### src/rtl/core/scfp_pkg.sv
// Package: shared types and constants for the serial command frame parser.
`default_nettype none
package scfp_pkg;
  localparam int unsigned FrameLen = 7;
  localparam logic [7:0] StartChar = 8'h3C;
  localparam logic [7:0] EndChar = 8'h0A;
  localparam logic [7:0] LabelSet = 8'h63;
  localparam logic [7:0] LabelStop = 8'h61;
  localparam logic [7:0] TimeoutReset = 8'd50;
  localparam int unsigned QueueDepth = 2;

  typedef enum logic [2:0] {
    EV_NONE = 3'd0,
    EV_SET = 3'd1,
    EV_STOP = 3'd2,
    EV_OTHER = 3'd3,
    EV_TIMEOUT = 3'd4
  } event_t;

  typedef enum logic [1:0] {
    OP_NONE = 2'd0,
    OP_SET = 2'd1,
    OP_STOP = 2'd2,
    OP_OTHER = 2'd3
  } frame_op_t;

  // Classified request passed from front to back.
  typedef struct packed {
    logic tick;
    frame_op_t op;
    logic [31:0] bits;
  } req_t;

  // Truncate IEEE single bits toward zero, saturating to signed 32 bits.
  function automatic logic [31:0] trunc_sat(input logic [31:0] b);
    logic neg;
    logic [7:0] ex;
    logic [22:0] man;
    logic [7:0] sh;
    logic [31:0] mag;
    logic [31:0] res;
    neg = b[31];
    ex = b[30:23];
    man = b[22:0];
    sh = ex - 8'd127;
    mag = {8'd0, 1'b1, man};
    if (ex == 8'hFF) begin
      res = (man != 23'd0) ? 32'd0 : (neg ? 32'h8000_0000 : 32'h7FFF_FFFF);
    end else if (ex < 8'd127) begin
      res = 32'd0;
    end else if (sh >= 8'd31) begin
      res = neg ? 32'h8000_0000 : 32'h7FFF_FFFF;
    end else begin
      if (sh >= 8'd23) mag = mag << sh[4:0] - 5'd23;
      else mag = mag >> (5'd23 - sh[4:0]);
      res = neg ? (32'd0 - mag) : mag;
    end
    return res;
  endfunction
endpackage
`default_nettype wire

### src/rtl/core/scfp_front.sv
// Front end: frame assembly and classification of each request.
`default_nettype none
module scfp_front (
  input  wire logic clk,
  input  wire logic rst_n,
  input  wire logic in_tvalid,
  output logic in_tready,
  input  wire logic in_tuser,
  input  wire logic [7:0] in_tdata,
  output logic q_valid,
  input  wire logic q_ready,
  output scfp_pkg::req_t q_req
);
  logic [2:0] frame_index_r, frame_index_nxt;
  logic [7:0] store_r [0:5];
  logic acc;
  logic closes;

  assign in_tready = q_ready;
  assign q_valid = in_tvalid;
  assign acc = in_tvalid && q_ready;
  // byte that fills the last position
  assign closes = !in_tuser && in_tdata != scfp_pkg::StartChar && frame_index_r == 3'd6;

  always_comb begin
    q_req.tick = in_tuser;
    q_req.bits = {store_r[5], store_r[4], store_r[3], store_r[2]};
    q_req.op = scfp_pkg::OP_NONE;
    if (closes && store_r[0] == scfp_pkg::StartChar && in_tdata == scfp_pkg::EndChar) begin
      if (store_r[1] == scfp_pkg::LabelSet) q_req.op = scfp_pkg::OP_SET;
      else if (store_r[1] == scfp_pkg::LabelStop) q_req.op = scfp_pkg::OP_STOP;
      else q_req.op = scfp_pkg::OP_OTHER;
    end
  end

  always_comb begin
    frame_index_nxt = frame_index_r;
    if (acc && !in_tuser) begin
      if (in_tdata == scfp_pkg::StartChar) frame_index_nxt = 3'd1;
      else if (frame_index_r >= 3'd6) frame_index_nxt = 3'd0;
      else frame_index_nxt = frame_index_r + 3'd1;
    end
  end

  always_ff @(posedge clk) begin
    if (!rst_n) frame_index_r <= 3'd0;
    else frame_index_r <= frame_index_nxt;
  end

  always_ff @(posedge clk) begin
    if (acc && !in_tuser) begin
      if (in_tdata == scfp_pkg::StartChar) store_r[0] <= scfp_pkg::StartChar;
      else if (frame_index_r < 3'd6) store_r[frame_index_r] <= in_tdata;
    end
  end

  assert property (@(posedge clk) disable iff (!rst_n) frame_index_r != 3'd7)
    else $error("frame index out of range");
  assert property (@(posedge clk) disable iff (!rst_n)
    (acc && !in_tuser && in_tdata == scfp_pkg::StartChar) |=> frame_index_r == 3'd1)
    else $error("start byte did not restart frame");
  assert property (@(posedge clk) disable iff (!rst_n)
    in_tuser |-> q_req.op == scfp_pkg::OP_NONE)
    else $error("tick classified as frame");
endmodule
`default_nettype wire

### src/rtl/core/scfp_queue.sv
// Short request queue between front and back.
`default_nettype none
module scfp_queue #(
  parameter int unsigned Depth = scfp_pkg::QueueDepth
) (
  input  wire logic clk,
  input  wire logic rst_n,
  input  wire logic wr_valid,
  output logic wr_ready,
  input  wire scfp_pkg::req_t wr_req,
  output logic rd_valid,
  input  wire logic rd_ready,
  output scfp_pkg::req_t rd_req
);
  localparam int unsigned AW = (Depth > 1) ? $clog2(Depth) : 1;
  scfp_pkg::req_t mem_r [0:Depth-1];
  logic [AW-1:0] wp_r, rp_r;
  logic [AW:0] cnt_r;
  logic wr, rd;

  assign wr_ready = cnt_r != Depth[AW:0];
  assign rd_valid = cnt_r != '0;
  assign rd_req = mem_r[rp_r];
  assign wr = wr_valid && wr_ready;
  assign rd = rd_valid && rd_ready;

  always_ff @(posedge clk) begin
    if (!rst_n) begin
      wp_r <= '0; rp_r <= '0; cnt_r <= '0;
    end else begin
      if (wr) wp_r <= (wp_r == AW'(Depth - 1)) ? '0 : wp_r + 1'b1;
      if (rd) rp_r <= (rp_r == AW'(Depth - 1)) ? '0 : rp_r + 1'b1;
      cnt_r <= cnt_r + (AW+1)'(wr) - (AW+1)'(rd);
    end
  end

  always_ff @(posedge clk) begin
    if (wr) mem_r[wp_r] <= wr_req;
  end

  assert property (@(posedge clk) disable iff (!rst_n) cnt_r <= Depth[AW:0])
    else $error("queue overflow");
endmodule
`default_nettype wire

### src/rtl/core/scfp_back.sv
// Back end: state registers, watchdog and result register.
`default_nettype none
module scfp_back (
  input  wire logic clk,
  input  wire logic rst_n,
  input  wire logic [7:0] timeout_ticks,
  input  wire logic q_valid,
  output logic q_ready,
  input  wire scfp_pkg::req_t q_req,
  output logic out_tvalid,
  input  wire logic out_tready,
  output logic [87:0] out_tdata
);
  logic [7:0] timer_r, timer_nxt, timer_inc;
  logic [31:0] set_r, set_nxt, stop_r, stop_nxt;
  logic [15:0] cnt_r, cnt_nxt, cnt_up;
  logic tog_r, tog_nxt;
  logic [2:0] ev;
  logic valid_r;
  logic [87:0] data_r;
  logic take;

  assign q_ready = !valid_r || out_tready;
  assign take = q_valid && q_ready;
  assign out_tvalid = valid_r;
  assign out_tdata = data_r;
  assign timer_inc = timer_r + 8'd1;
  assign cnt_up = (cnt_r == 16'hFFFF) ? cnt_r : cnt_r + 16'd1;

  always_comb begin
    timer_nxt = timer_r; set_nxt = set_r; stop_nxt = stop_r;
    cnt_nxt = cnt_r; tog_nxt = tog_r; ev = scfp_pkg::EV_NONE;
    if (q_req.tick) begin
      timer_nxt = timer_inc;
      if (timer_inc >= timeout_ticks || timer_inc == 8'd0) begin
        timer_nxt = 8'd0; set_nxt = 32'd0; tog_nxt = !tog_r;
        ev = scfp_pkg::EV_TIMEOUT;
      end
    end else begin
      timer_nxt = 8'd0;
      unique case (q_req.op)
        scfp_pkg::OP_SET: begin
          set_nxt = q_req.bits; cnt_nxt = cnt_up; ev = scfp_pkg::EV_SET;
        end
        scfp_pkg::OP_STOP: begin
          stop_nxt = scfp_pkg::trunc_sat(q_req.bits); cnt_nxt = 16'd0;
          ev = scfp_pkg::EV_STOP;
        end
        scfp_pkg::OP_OTHER: begin
          cnt_nxt = cnt_up; ev = scfp_pkg::EV_OTHER;
        end
        default: ev = scfp_pkg::EV_NONE;
      endcase
    end
  end

  always_ff @(posedge clk) begin
    if (!rst_n) begin
      timer_r <= '0; set_r <= '0; stop_r <= '0; cnt_r <= '0; tog_r <= 1'b0;
      valid_r <= 1'b0;
    end else begin
      if (take) begin
        timer_r <= timer_nxt; set_r <= set_nxt; stop_r <= stop_nxt;
        cnt_r <= cnt_nxt; tog_r <= tog_nxt;
      end
      if (q_ready) valid_r <= q_valid;
    end
  end

  always_ff @(posedge clk) begin
    if (take) data_r <= {4'd0, tog_nxt, cnt_nxt, stop_nxt, set_nxt, ev};
  end

  assert property (@(posedge clk) disable iff (!rst_n)
    (take && q_req.tick && ev == scfp_pkg::EV_TIMEOUT) |=> set_r == 32'd0)
    else $error("timeout did not clear setpoint");
  assert property (@(posedge clk) disable iff (!rst_n)
    (take && !q_req.tick) |=> timer_r == 8'd0)
    else $error("byte did not clear watchdog");
  assert property (@(posedge clk) disable iff (!rst_n)
    (valid_r && !out_tready) |=> valid_r)
    else $error("result dropped");
endmodule
`default_nettype wire

### src/rtl/core/serial_command_frame_parser_top.sv
// Top level of the serial command frame parser.
`default_nettype none
// Takes one request per cycle while out_tready is high: a received serial byte (in_tuser = 0) or a
// control tick (in_tuser = 1), and returns exactly one result per request.
// Bytes build a 7-byte frame '<', label, four little-endian IEEE single
// bytes, '\n'; a '<' always restarts the frame. Label 'c' loads the setpoint,
// 'a' loads the truncated, saturated stop value and clears the frame count.
// Ticks run a link watchdog that clears the setpoint after timeout_ticks
// ticks without a byte (0 acts as 1) and toggles the timeout flag.
// Rate: one request per clock sustained while out_tready is high; requests pass through the
// combinational front classifier, a 2-entry request queue and the registered back end.
// Write cfg only while idle.
module serial_command_frame_parser_top #(
  parameter int unsigned QueueDepth = scfp_pkg::QueueDepth
) (
  input  wire logic clk,
  input  wire logic rst_n,
  input  wire logic in_tvalid,
  output logic in_tready,
  input  wire logic in_tuser,          // command: 0 byte, 1 tick
  input  wire logic [7:0] in_tdata,    // rx_byte
  output logic out_tvalid,
  input  wire logic out_tready,
  // [2:0] event_res, [34:3] setpoint_bits, [66:35] stop_value,
  // [82:67] frame_count, [83] timeout_flag, [87:84] zero
  output logic [87:0] out_tdata,
  input  wire logic cfg_valid,
  output logic cfg_ready,
  input  wire logic [7:0] cfg_data     // timeout_ticks
);
  logic [7:0] timeout_r;
  logic f_valid, f_ready, b_valid, b_ready;
  scfp_pkg::req_t f_req, b_req;

  assign cfg_ready = 1'b1;
  always_ff @(posedge clk) begin
    if (!rst_n) timeout_r <= scfp_pkg::TimeoutReset;
    else if (cfg_valid) timeout_r <= cfg_data;
  end

  scfp_front u_front (
    .clk, .rst_n, .in_tvalid, .in_tready, .in_tuser, .in_tdata,
    .q_valid(f_valid), .q_ready(f_ready), .q_req(f_req)
  );

  scfp_queue #(.Depth(QueueDepth)) u_queue (
    .clk, .rst_n, .wr_valid(f_valid), .wr_ready(f_ready), .wr_req(f_req),
    .rd_valid(b_valid), .rd_ready(b_ready), .rd_req(b_req)
  );

  scfp_back u_back (
    .clk, .rst_n, .timeout_ticks(timeout_r),
    .q_valid(b_valid), .q_ready(b_ready), .q_req(b_req),
    .out_tvalid, .out_tready, .out_tdata
  );
endmodule
`default_nettype wire
### config.mk
export PLATFORM = sky130hd
export DESIGN_NAME = serial_command_frame_parser_top
export DESIGN_NICKNAME = d
export VERILOG_FILES = /design/src/rtl/core/scfp_pkg.sv /design/src/rtl/core/scfp_front.sv /design/src/rtl/core/scfp_queue.sv /design/src/rtl/core/scfp_back.sv /design/src/rtl/core/serial_command_frame_parser_top.sv
export SDC_FILE = /design/constraint.sdc
export NUM_CORES = 1
export LEC_CHECK = 0
export BUFFER_PORTS_ARGS = -buffer_cell sky130_fd_sc_hd__buf_4
export CAP_MARGIN = 30
export CORE_UTILIZATION = 60
export DETAILED_ROUTE_END_ITERATION = 12
export HOLD_SLACK_MARGIN = 0.05
export PLACE_DENSITY = 0.79
export SLEW_MARGIN = 20
export SYNTH_ARGS = -nofsm -noshare
export SYNTH_HDL_FRONTEND = slang
export SYNTH_SLANG_ARGS = --single-unit
### constraint.sdc
create_clock -name clk -period 8.6 [get_ports clk]
set_input_delay 0.43 -clock clk [delete_from_list [all_inputs] [get_ports clk]]
set_output_delay 0.43 -clock clk [all_outputs]
set_load 0.01 [all_outputs]
* Yosys cells after proc, flatten, opt, wreduce, memory -nomap -nowiden *
Memories as Yosys holds them, arrays and structs flattened. A register that Yosys moved wholly into a read port is not among the register bits.
Cells that the tools add are included.
Widths: inputs -> output; s select.

word-level totals
  flip-flop bits (word level) = 189
  RAM bits = 118
  output and inout bits = 91
  logic and storage cells = 111
  memories kept = 2

memory list
  name             depth  width  rd ports  clocked after memory_dff  write ports  line              RTL
  u_queue.mem_r    2      35     1         1                         1            scfp_queue.sv:16  scfp_pkg::req_t mem_r [0:Depth-1];
  u_front.store_r  6      8      6         0                         1            scfp_front.sv:15  logic [7:0] store_r [0:5];

operators by class
  add/subtract/negate cells = 11
  magnitude comparators = 6
  equality and inequality tests = 13
  shift operators = 2
  multiplexer cells = 48
  reduce and logical (&&, ||, !) cells = 17

operators by type and width
  cell                   count
  $mux 32                17
  $mux 16                2
  $pmux 16 s2            1
  $shl 24x5->32          1
  $shr 24x5->32          1
  $sub 1x32->32 const A  1
  $mux 8                 3
  $reduce_bool 23->1     1
  $mux 1                 17
  $add 16x1->16 const B  1
  $eq 16x16->1 const B   1
  $eq 8x6->1 const B     2
  $eq 8x7->1 const B     2
  $ge 8x5->1 const B     2
  $mux 3                 5
  $add 8x1->8 const B    1
  $eq 8x4->1 const B     1
  $eq 8x8->1 const B     1
  $ge 8x8->1             1
  $logic_not 8->1        1
  $lt 8x7->1 const B     1
  $ne 8x6->1 const B     1
  $reduce_or 8->1        1
  $sub 8x7->8 const B    1
  19 further kinds       31

* Depth between registers and ports, before layout *
  depth in word-level cells = 16
  depth in mapped cells = 26

* Hierarchy *
Synthesis repeated with hierarchy kept, for this count alone.

unflattened totals
  cell total of the unflattened synthesis = 1641
  area, all modules = 16963.8 um^2

modules (own cells, without submodules)
  module                           times used  cells each  area an instance (um^2)  seq. area each (um^2)
  scfp_back                        1           1366        11989.0                  4324.1
  scfp_queue                       1           138         2797.7                   2202.1
  scfp_front                       1           110         1871.8                   1501.4
  serial_command_frame_parser_top  1           27          305.3                    160.2

* Least setup slack after synthesis *
OpenSTA, ideal clock, no wires.

  path type = register -> register
  start point = mem u_queue.mem_r[1][23] in the netlist's numbering
  end point = reg u_back.data_r[63], in the netlist u_back.out_tdata[63] (data pin)
  setup time = 0.275 ns
  arrival time = 5.686 ns
  data required time = 8.325 ns
  slack = 2.639 ns
  cell stages (with the launch flop) = 25
  path buffers = 10
  period minus slack after synthesis = 5.961 ns
  path through = edfxtp_1 > buf_2 > mux2i_2 > buf_6 > inv_6 > buf_6 > buf_6 > buf_6 > buf_6 > ha_1 > buf_2 > xnor2_4 > inv_2 > buf_6 > ha_1 > clkinv_1 > clkbuf_1 > clkbuf_1 > mux4_2 > o21a_1 > a21bo_2 > or4_4 > or3_1 > o221ai_1 > a21oi_1

RTL lines
  item                  line              RTL
  start, declared       scfp_queue.sv:16
  end signal, assigned  scfp_back.sv:71   if (take) data_r <= {4'd0, tog_nxt, cnt_nxt, stop_nxt, set_nxt, ev};
  end, declared         scfp_back.sv:20   logic [87:0] data_r;

==> impl_metrics.prom <==
# TYPE chip_impl_metric gauge
chip_impl_info{name="run_status",value="completed"} 1
chip_impl_metric{name="final.setup.tns",unit="ns"} 0
chip_impl_metric{name="syn_area",unit="um^2"} 17600
chip_impl_info{name="critical_path_endpoint_category",value="register"} 1
chip_impl_metric{name="rr_worst_depth",unit=""} 18
chip_impl_metric{name="clkLatencyLatePin",unit="ns"} 0.60
chip_impl_metric{name="synth.yosys.warnings",unit=""} 0
chip_impl_metric{name="dr.pass1.iters",unit=""} 6
chip_impl_info{name="class_of_the_tightest_hold_or_removal_check",value="primary input to register"} 1
chip_impl_metric{name="final-hold-violation-count",unit=""} 0
chip_impl_metric{name="power_density",unit="nW/um^2"} 405
chip_impl_metric{name="count_of_different_cell_masters_after_synthesis",unit=""} 107
chip_impl_metric{name="clk_pin_slew_worst_paths",unit="ns"} 0.06
chip_impl_metric{name="grt_use_total",unit=""} 0.340
chip_impl_metric{name="finalWorstPathRequiredPeriod",unit="ns"} 6.90
chip_impl_metric{name="yosysSeqAreaShare",unit=""} 0.465
chip_impl_metric{name="antenna_violations_before_repair",unit=""} 0
chip_impl_metric{name="fill_cells",unit=""} 2197
chip_impl_metric{name="setup_viol",unit=""} 0
chip_impl_metric{name="p_leak",unit="nW"} 7.47
chip_impl_metric{name="grt_start_max_net_pins",unit=""} 87
chip_impl_metric{name="htree_num_levels",unit=""} 1
chip_impl_metric{name="final_min_period_over_clock_period",unit=""} 0.802
chip_impl_metric{name="worstPathBufferInverterCount",unit=""} 5
chip_impl_metric{name="critical_path.max_stage_delay",unit="ns"} 0.62
chip_impl_info{name="timing.setup.critical_path_class",value="register to register"} 1
chip_impl_metric{name="detailed_place.area",unit="um^2"} 18600
chip_impl_info{name="hold_start",value="cfg_data[5]"} 1
chip_impl_metric{name="floorplan.rows",unit=""} 62
chip_impl_metric{name="gp_routability_congestion",unit=""} 1.01
chip_impl_metric{name="cts_post_setup_buffers_inserted",unit=""} 0
chip_impl_metric{name="die_area",unit="um^2"} 30000
chip_impl_metric{name="cts_sinks",unit=""} 308
chip_impl_metric{name="synthesis.area_per_instance",unit="um^2"} 10.2
chip_impl_metric{name="timing_worst_slew_pin_value",unit="ns"} 1.14
chip_impl_metric{name="port-buffer-count",unit=""} 107
chip_impl_info{name="postSynth.topFlopCell",value="edfxtp_1"} 1
chip_impl_metric{name="vias_per_cell",unit=""} 6.69
chip_impl_metric{name="max-vdd-ir-drop",unit="mV"} 0.251
chip_impl_metric{name="cp_max_fanout",unit=""} 32
chip_impl_metric{name="grt_pass1_wl",unit="um"} 79400
chip_impl_metric{name="synth_async_sr_flop_share",unit=""} 0
chip_impl_metric{name="synthToLayoutAreaGrowth",unit="%"} 11.6
chip_impl_metric{name="maxCapViolCount",unit=""} 0
chip_impl_metric{name="finish.net_count",unit=""} 1831
chip_impl_metric{name="floorplan.initialDensity",unit=""} 0.611
chip_impl_metric{name="route.antenna.remaining_nets",unit=""} 0
chip_impl_metric{name="final.hold.worst_slack",unit="ns"} 0.0710
chip_impl_metric{name="cts_inserted_buffers",unit=""} 31
chip_impl_metric{name="global_route.overflow_total",unit=""} 0
chip_impl_metric{name="clock_skew",unit="ns"} 0.0289
chip_impl_info{name="ordered_cell_list_for_the_critical_path",value="mux2i_2 -> inv_2 -> ha_1 -> xnor2_4 -> inv_2 -> ha_1 -> clkinv_1 -> buf_4 -> nor2_1 -> a221oi_1 -> o31a_1 -> a31oi_1 -> nor4b_4 -> nand4_2 -> buf_4 -> or3_1 -> a211oi_1 -> a21oi_1"} 1
chip_impl_metric{name="route.detailed.wl_per_inst",unit="um"} 23.7
chip_impl_metric{name="dieWidth",unit="um"} 173
chip_impl_info{name="worstSetupStartpointType",value="register"} 1
chip_impl_metric{name="postLayoutCellArea",unit="um^2"} 19600
chip_impl_metric{name="num_io_pins",unit=""} 113
chip_impl_metric{name="grt_pass1_vias",unit=""} 13800
chip_impl_metric{name="flip_flop_and_latch_count_after_synthesis",unit=""} 308
chip_impl_metric{name="synth_cells",unit=""} 1729
chip_impl_metric{name="hold_path_depth",unit=""} 3
chip_impl_metric{name="crit_arrival",unit="ns"} 7.24
chip_impl_info{name="r2r-end",value="u_back.out_tdata[61]"} 1
chip_impl_info{name="clock_tree.root_cell",value="clkbuf_16"} 1
chip_impl_info{name="timing.hold.worst_endpoint",value="timeout_r[5]"} 1
chip_impl_metric{name="num_vias",unit=""} 14700
chip_impl_metric{name="total_power",unit="mW"} 7.95
chip_impl_info{name="slowest_stage",value="xnor2_4"} 1
chip_impl_metric{name="n_diodes",unit=""} 0
chip_impl_metric{name="timing.fmax",unit="MHz"} 145
chip_impl_metric{name="reg2reg_setup_slack",unit="ns"} 1.70
chip_impl_metric{name="timing.slew.headroom",unit=""} 0.238
chip_impl_metric{name="post_cts.resized_instances",unit=""} 0
chip_impl_metric{name="clockBufferDepth",unit=""} 3
chip_impl_info{name="rsz0062_at_grt",value="false"} 1
chip_impl_metric{name="dr_drc_count",unit=""} 0
chip_impl_info{name="tritoncts",value="done"} 1
chip_impl_metric{name="wl",unit="um"} 52000
chip_impl_info{name="cpLargestDelayFamily",value="simple AND/OR/NAND/NOR gates"} 1
chip_impl_metric{name="detailedRoute.firstIterationViolations",unit=""} 1954
chip_impl_metric{name="die-height",unit="um"} 173
chip_impl_metric{name="floorplan.core_area",unit="um^2"} 28800
chip_impl_metric{name="post_route_cells_drive_above_1_share",unit=""} 0.167
chip_impl_metric{name="cts.hold.buffers_added",unit=""} 0
chip_impl_metric{name="synth_edf_count",unit=""} 202
chip_impl_metric{name="dp_hpwl",unit="um"} 37000
chip_impl_metric{name="maxSlewViolCount",unit=""} 0
chip_impl_metric{name="critPathRequiredTime",unit="ns"} 8.94
-- area by class of cell --
| class | count | area, um^2 | area share |
|---|---|---|---|
| Sequential cell | 308 | 8190 | 0.417 |
| Timing Repair Buffer | 142 | 1070 | 0.0543 |
| Multi-Input combinational cell | 1276 | 8730 | 0.445 |
| Inverter | 32 | 130 | 0.00663 |
| Clock buffer | 39 | 816 | 0.0416 |
| Clock inverter | 19 | 218 | 0.0111 |
| Tap cell | 384 | 480 | 0.0245 |
-- worst max-delay path by stage --
stage	to	cells after the start	slack, ns	start
final	u_back.out_tdata[61]	18	1.70	register
after floorplan	u_back.out_tdata[63]	24	2.64	u_queue.mem_r[1][23]
after CTS	u_back.out_tdata[61]	18	1.79	register
after global placement	u_back.out_tdata[61]	18	1.96	register
after detailed placement	u_back.out_tdata[61]	18	1.81	register
after global routing	u_back.out_tdata[65]	15	1.14	register
-- cell families (layout without fill, tap and decap cells) --
group,after synthesis,after routing,synth area share
xor+xnor,21,21,0.0115
flops,308,308,0.465
simple gates,608,608,0.168
mux,179,179,0.121
fa+ha+maj,18,18,0.0128
buf+inv,148,232,0.0413
other cells,2,5,0.000427
compound gates,445,445,0.179
-- synth_stat cells (9+ instances only) --
cell | instances | area (um^2)
edfxtp_1 | 202 | 6070
nand2_1 | 175 | 657
nor2_1 | 167 | 627
mux2i_1 | 116 | 1160
dfxtp_1 | 106 | 2120
a21oi_1 | 99 | 495
clkbuf_1 | 69 | 259
o21ai_0 | 65 | 325
nand3_1 | 54 | 270
nor3_1 | 49 | 245
mux2_2 | 28 | 315
inv_1 | 26 | 97.6
a31oi_1 | 25 | 156
a21o_1 | 23 | 173
a311oi_1 | 23 | 201
a211oi_1 | 21 | 158
and2_1 | 20 | 125
mux4_2 | 19 | 428
and3_1 | 18 | 113
ha_1 | 18 | 225
o31ai_1 | 18 | 135
a22oi_1 | 17 | 128
nand2b_1 | 17 | 106
buf_2 | 16 | 80.1
o211ai_1 | 16 | 120
xnor2_1 | 15 | 131
buf_6 | 14 | 158
nor2b_1 | 14 | 87.6
or3_1 | 14 | 87.6
nand4_1 | 13 | 81.3
nor4_1 | 13 | 81.3
o22ai_1 | 13 | 81.3
o211a_1 | 12 | 120
buf_4 | 11 | 82.6
mux2i_2 | 9 | 124
-- sequential cells by signal, summed over array words and instances, names as in the netlist, named ones only --
name and count:
timeout_r 8, u_back.cnt_r 16, u_back.out_tdata 84, u_back.out_tvalid 1
u_back.set_r 32, u_back.stop_r 32, u_back.timer_r 8, u_back.tog_r 1
u_front.frame_index_r 3, u_front.store_r 48, u_queue.cnt_r 2, u_queue.mem_r 70
u_queue.rp_r 1, u_queue.wp_r 1
-- metrics by stage --
stage,utilization,setup WS [ns],std cells
floorplan,-,2.64,1732
global placement,0.645,1.96,2137
detailed placement,0.645,1.81,2138
CTS,0.681,1.79,2196
global route,0.682,1.14,2200
finish,0.682,1.70,2200
-- power by group --
group          switching [mW]  leakage, nW  internal, mW
Sequential              0.201         2.79          2.05
Combinational            2.76         4.17          1.55
Clock                   0.593        0.508         0.796
-- worst register-to-register path, delay by kind of cell (launching register included) --
kind / cells / cell delay, ns
XOR/XNOR: 1 / 0.63
adder cells (fa/ha/maj): 2 / 1.08
AO/OA/AOI/OAI: 5 / 1.01
flip-flops: 1 / 0.51
multiplexers: 1 / 0.46
AND/OR/NAND/NOR: 4 / 1.49
buffers and inverters: 5 / 1.47
-- per-layer routing --
metal	global-route usage	part of all wire	wire, um
met5	0	0	0
met4	0.126	0.035	1830
met3	0.0511	0.085	4450
met2	0.557	0.47	24300
met1	0.458	0.41	21400
-- placed cells by master (no fill, tap or decap), types with 23 or more instances in the layout --
master / n
inv_1: 25
mux2_2: 28
nor3_1: 49
o21ai_0: 65
a311oi_1: 23
clkbuf_16: 31
nand3_1: 54
a21o_1: 23
a31oi_1: 24
buf_4: 137
nor2_1: 165
nand2_1: 175
mux2i_1: 115
a21oi_1: 99
dfxtp_1: 105
edfxtp_1: 202
(Power assumes the default switching activity.)
